[config.mk]
export PLATFORM = sky130hd
export DESIGN_NAME = amr_compare
export DESIGN_NICKNAME = d
export VERILOG_FILES = /design/src/rtl/amr_pkg.sv /design/src/rtl/amr_compare.sv
export SDC_FILE = /design/constraint.sdc
export NUM_CORES = 1
export LEC_CHECK = 0
export BUFFER_PORTS_ARGS = -buffer_cell sky130_fd_sc_hd__buf_2
export CORE_ASPECT_RATIO = 1.5
export CORE_MARGIN = 1.5
export CORE_UTILIZATION = 24
export DETAILED_ROUTE_END_ITERATION = 8
export SYNTH_ARGS = -nofsm -noshare
export SYNTH_HDL_FRONTEND = slang
export SYNTH_SLANG_ARGS = --single-unit
[constraint.sdc]
create_clock -name vclk -period 3.9
set_input_delay 0.78 -clock vclk [all_inputs]
set_output_delay 0.78 -clock vclk [all_outputs]
set_load 0.05 [all_outputs]
[src/rtl/amr_pkg.sv]
`timescale 1ns / 1ps
// ----------------------------------------------------------------------------
// amr_pkg
// Shared types, constants and compare helpers for the argmin reducer.
// ----------------------------------------------------------------------------
package amr_pkg;

  localparam int AMR_MAX_INNER  = 1024;
  localparam int AMR_ELEM_WIDTH = 64;

  localparam int DATA_W      = 64;
  localparam int POS_W       = 16;
  localparam int AXIS_LEN_W  = 17;
  localparam int INNER_CNT_W = 11;
  localparam int KIND_W      = 3;
  localparam int CFG_IDX_W   = 2;
  localparam int CFG_DATA_W  = 17;
  localparam int CNT_CMP_W   = 17;

  localparam logic [KIND_W-1:0] KIND_UNSIGNED = 3'd0;
  localparam logic [KIND_W-1:0] KIND_SIGNED   = 3'd1;
  localparam logic [KIND_W-1:0] KIND_HALF     = 3'd2;
  localparam logic [KIND_W-1:0] KIND_SINGLE   = 3'd3;
  localparam logic [KIND_W-1:0] KIND_DOUBLE   = 3'd4;

  localparam logic [CFG_IDX_W-1:0] CFG_AXIS_LENGTH = 2'd0;
  localparam logic [CFG_IDX_W-1:0] CFG_INNER_COUNT = 2'd1;
  localparam logic [CFG_IDX_W-1:0] CFG_DATA_KIND   = 2'd2;

  typedef struct packed {
    logic [DATA_W-1:0] value;
    logic [POS_W-1:0]  position;
  } entry_t;

  // IEEE ordering on raw bits: NaN never less, signed zeros equal.
  function automatic logic fp_less(logic [63:0] a, logic [63:0] b,
                                   logic [6:0] width, logic [5:0] mant_bits);
    logic [63:0] all_m;
    logic [63:0] sign_m;
    logic [63:0] mant_m;
    logic [63:0] expo_m;
    logic [63:0] am;
    logic [63:0] bm;
    logic [63:0] ka;
    logic [63:0] kb;
    logic        a_nan;
    logic        b_nan;
    all_m  = ~64'd0 >> (7'd64 - width);
    sign_m = 64'd1 << (width - 7'd1);
    mant_m = (64'd1 << mant_bits) - 64'd1;
    expo_m = all_m & ~sign_m & ~mant_m;
    am     = a & all_m;
    bm     = b & all_m;
    a_nan  = ((am & expo_m) == expo_m) && ((am & mant_m) != 64'd0);
    b_nan  = ((bm & expo_m) == expo_m) && ((bm & mant_m) != 64'd0);
    ka     = ((am & sign_m) != 64'd0) ? (~am & all_m) : (am | sign_m);
    kb     = ((bm & sign_m) != 64'd0) ? (~bm & all_m) : (bm | sign_m);
    if (a_nan || b_nan) begin
      return 1'b0;
    end
    if (((am & ~sign_m) == 64'd0) && ((bm & ~sign_m) == 64'd0)) begin
      return 1'b0;
    end
    return ka < kb;
  endfunction

endpackage

[src/rtl/amr_compare.sv]
`timescale 1ns / 1ps
// ----------------------------------------------------------------------------
// amr_compare
// Strict less-than of a new element against the stored best, per data kind.
// ----------------------------------------------------------------------------
module amr_compare #(
  parameter int ELEM_WIDTH = amr_pkg::AMR_ELEM_WIDTH
) (
  input  logic [amr_pkg::DATA_W-1:0] elem,
  input  logic [amr_pkg::DATA_W-1:0] best,
  input  logic [amr_pkg::KIND_W-1:0] kind,
  output logic                       less
);
  import amr_pkg::*;

  localparam logic [DATA_W-1:0] INT_MASK = {DATA_W{1'b1}} >> (DATA_W - ELEM_WIDTH);
  localparam logic [DATA_W-1:0] INT_SIGN = {{(DATA_W-1){1'b0}}, 1'b1} << (ELEM_WIDTH - 1);

  always_comb begin
    unique case (kind)
      KIND_SIGNED: less = ((elem & INT_MASK) ^ INT_SIGN) < ((best & INT_MASK) ^ INT_SIGN);
      KIND_HALF:   less = fp_less(elem, best, 7'd16, 6'd10);
      KIND_SINGLE: less = fp_less(elem, best, 7'd32, 6'd23);
      KIND_DOUBLE: less = fp_less(elem, best, 7'd64, 6'd52);
      default:     less = (elem & INT_MASK) < (best & INT_MASK);
    endcase
  end

endmodule

==> impl_results.md <==
- Outcome: finished clean
- Final ANT Viol Nets: 0
- Leakage: 4.19 nW
- Period utilisation layout: 99.1%
- Via count: 6905
- Syn_nets: 1151
- Crit Path Max Fanout: 8
- I/O Buffers: 132
- Drt pass-1 iters: 4
- Routability Congestion: 0.912
- Ports: 132
- Setup violators final: 0
- Congestion Overflow GR: 0
- Final min period: 3870 ps
- Crit. End Element: primary output
- Pwr Density: 140 mW/mm^2
- Slew headroom: 66.1%
- Crit path arrival time: 3090 ps
- Synth Area per Inst: 7.86 um^2
- Worst-Margin Slew: 505 ps
- Final Hold Vio Count: 0
- Switching power: 0.638 mW
- Core area: 0.0272 mm^2
- Total global-route track usage: 15.2%
- Routed vias/inst: 4.99
- Placed cell area: 0.00827 mm^2
- Layout area overhead: 31.6%
- Share of the synthesized area in the top cell type: 33.2%
- DR iter-0 viols: 157
- Starting density of the core: 24.4%
- Largest net degree at the start of global routing: 27
- Critical Path Source Type: input port
- Max_cap viols: 0
- FF+latch area: 0 um^2
- # nets final: 1347
- Die width: 139 um
- FF+latch count: 0
- Layout cell share with drive strength beyond 1: 26.5%
- DR WL/cell: 17.0 um
- Commonest cells post-synth: 176 x ha_1, 107 x xnor2_1, 107 x xor2_1, 73 x inv_1, 52 x nand4_1
- Finished Cell Area: 0.00873 mm^2
- Die height: 207 um
- Yosys top cell by area: ha_1
- # clk buffers: 0
- Number of global-route vias before repair: 6921
- Total power: 1.22 mW
- Warnings from Yosys: 0
- Sequential fraction of design power: 0%
- WS Path Type: input port to primary output
- Post-Route WL: 23.5 mm
- # DRC: 0
- Leading cell type by number of instances after synthesis: ha_1
- Worst Path Required: 3120 ps
- Hold crit path type: input port to primary output
- Fmax: 0.259 GHz
- GR Layer Usage met3: 1.78%
- Initial antenna violation count: 2
- Pint: 0.583 mW
- CTS Hold Bufs: 0
- IR drop worst, VDD: 0.0000745 V
- Post-synth cell types: 52
- Post-detail-place hpwl: 20.1 mm
- Sw frac: 52.3%
- Area contributors post-synth: ha_1 33%, xnor2_1 14%, xor2_1 14%
- Met1 usage: 16.9%
- Combinational share of power: 100.0%
- Clock share of power: 0%
- Cell area after synthesis: 0.00663 mm^2
- First-pass GRT wire length: 35.4 mm
- Pins Over Slew Limit: 0
- RSZ-0062 raised after global routing: yes
- Register area share after synthesis: 0%
- Most Crowded Layer GR: met2
- Rows: 74
- Die area: 0.0287 mm^2
- Post-Synthesis Cells: 844
- GR Layer Usage met2: 30.3%
final cells by class:
cell class	count	area [um^2]
Inverter	73	274
Timing Repair Buffer	234	1680
Multi-Input combinational cell	731	6340
Antenna cell	3	7.51
Tap cell	342	428
Fill cell	2903	18500
cells by family (layout without fill, tap and decap cells):
logic type      Yosys count  in the layout  share of synthesized area [%]
compound gates          153            153                           15.0
xor+xnor                214            214                           28.3
fa+ha+maj               176            176                           33.2
buf+inv                 113            307                           7.00
mux                       1              1                          0.151
other cells               0              3                              0
simple gates            187            187                           16.4
per-stage QoR:
step | std cells | setup slack (ps) | setup TNS (ps) | hold slack [ps] | util [%]
global route | 1381 | -97.3 | -97.3 | 2270 | 32.0
finish | 1383 | 33.6 | 0 | 2240 | 32.1
global placement | 1363 | -208 | -208 | 2280 | 30.4
CTS | 1364 | 8.80 | 0 | 2230 | 30.5
detailed placement | 1363 | -227 | -227 | 2280 | 30.4
floorplan | 844 | 9.97 | 0 | 1980 | -
cells in the final DEF, fill, tap and decap left out, drive strengths merged, types with 4 or more instances in the layout:
cell,n
a211oi,16
a21o,24
a21oi,44
and3,5
buf,230
clkbuf,4
ha,176
inv,73
nand2,21
nand2b,4
nand3,9
nand4,53
nor2,38
nor3,15
nor4,27
o211ai,8
o21a,5
o21ai,36
xnor2,107
xor2,107
worst max-delay path: stages:
cell	delay, ps
buf_12	110
buf_12	140
buf_12	140
xnor2_2	130
ha_1	330
nand4_1	120
a211oi_2	210
o21ai_1	90
a21oi_1	130
buf_4	160
o2111ai_4	110
a22oi_2	240
buf_4	150
o211ai_4	60
buf_8	160
repair_timing:
item | 4_1_cts | 5_1_grt
endpoints found under the setup margin | 1 | 1
gates resized for setup | 10 | 49
gates cloned | 0 | 4
pin swaps | 1 | 28
buffers inserted | 1 | 13
power by group through the flow:
stage                     registers [mW]  logic [mW]  clock network, mW
after floorplan                        0       0.713                  0
final                                  0        1.22        0.000000103
after global routing                   0        1.37       0.0000000343
after global placement                 0        1.10                  0
after CTS                              0        1.15                  0
after detailed placement               0        1.13                  0
worst paths after layout:
check  startpoint    to  slack [ps]  depth (start not counted)
min       kind[2]  less        2240                          6
max      best[31]  less          30                         15
layer usage:
layer  wire length [um]  part of all wire, %
met2              12300                   52
met5                 10                0.043
met3               1170                  5.0
met1               9120                   39
met4                867                  3.7
Power figures use the tool's default switching activity.
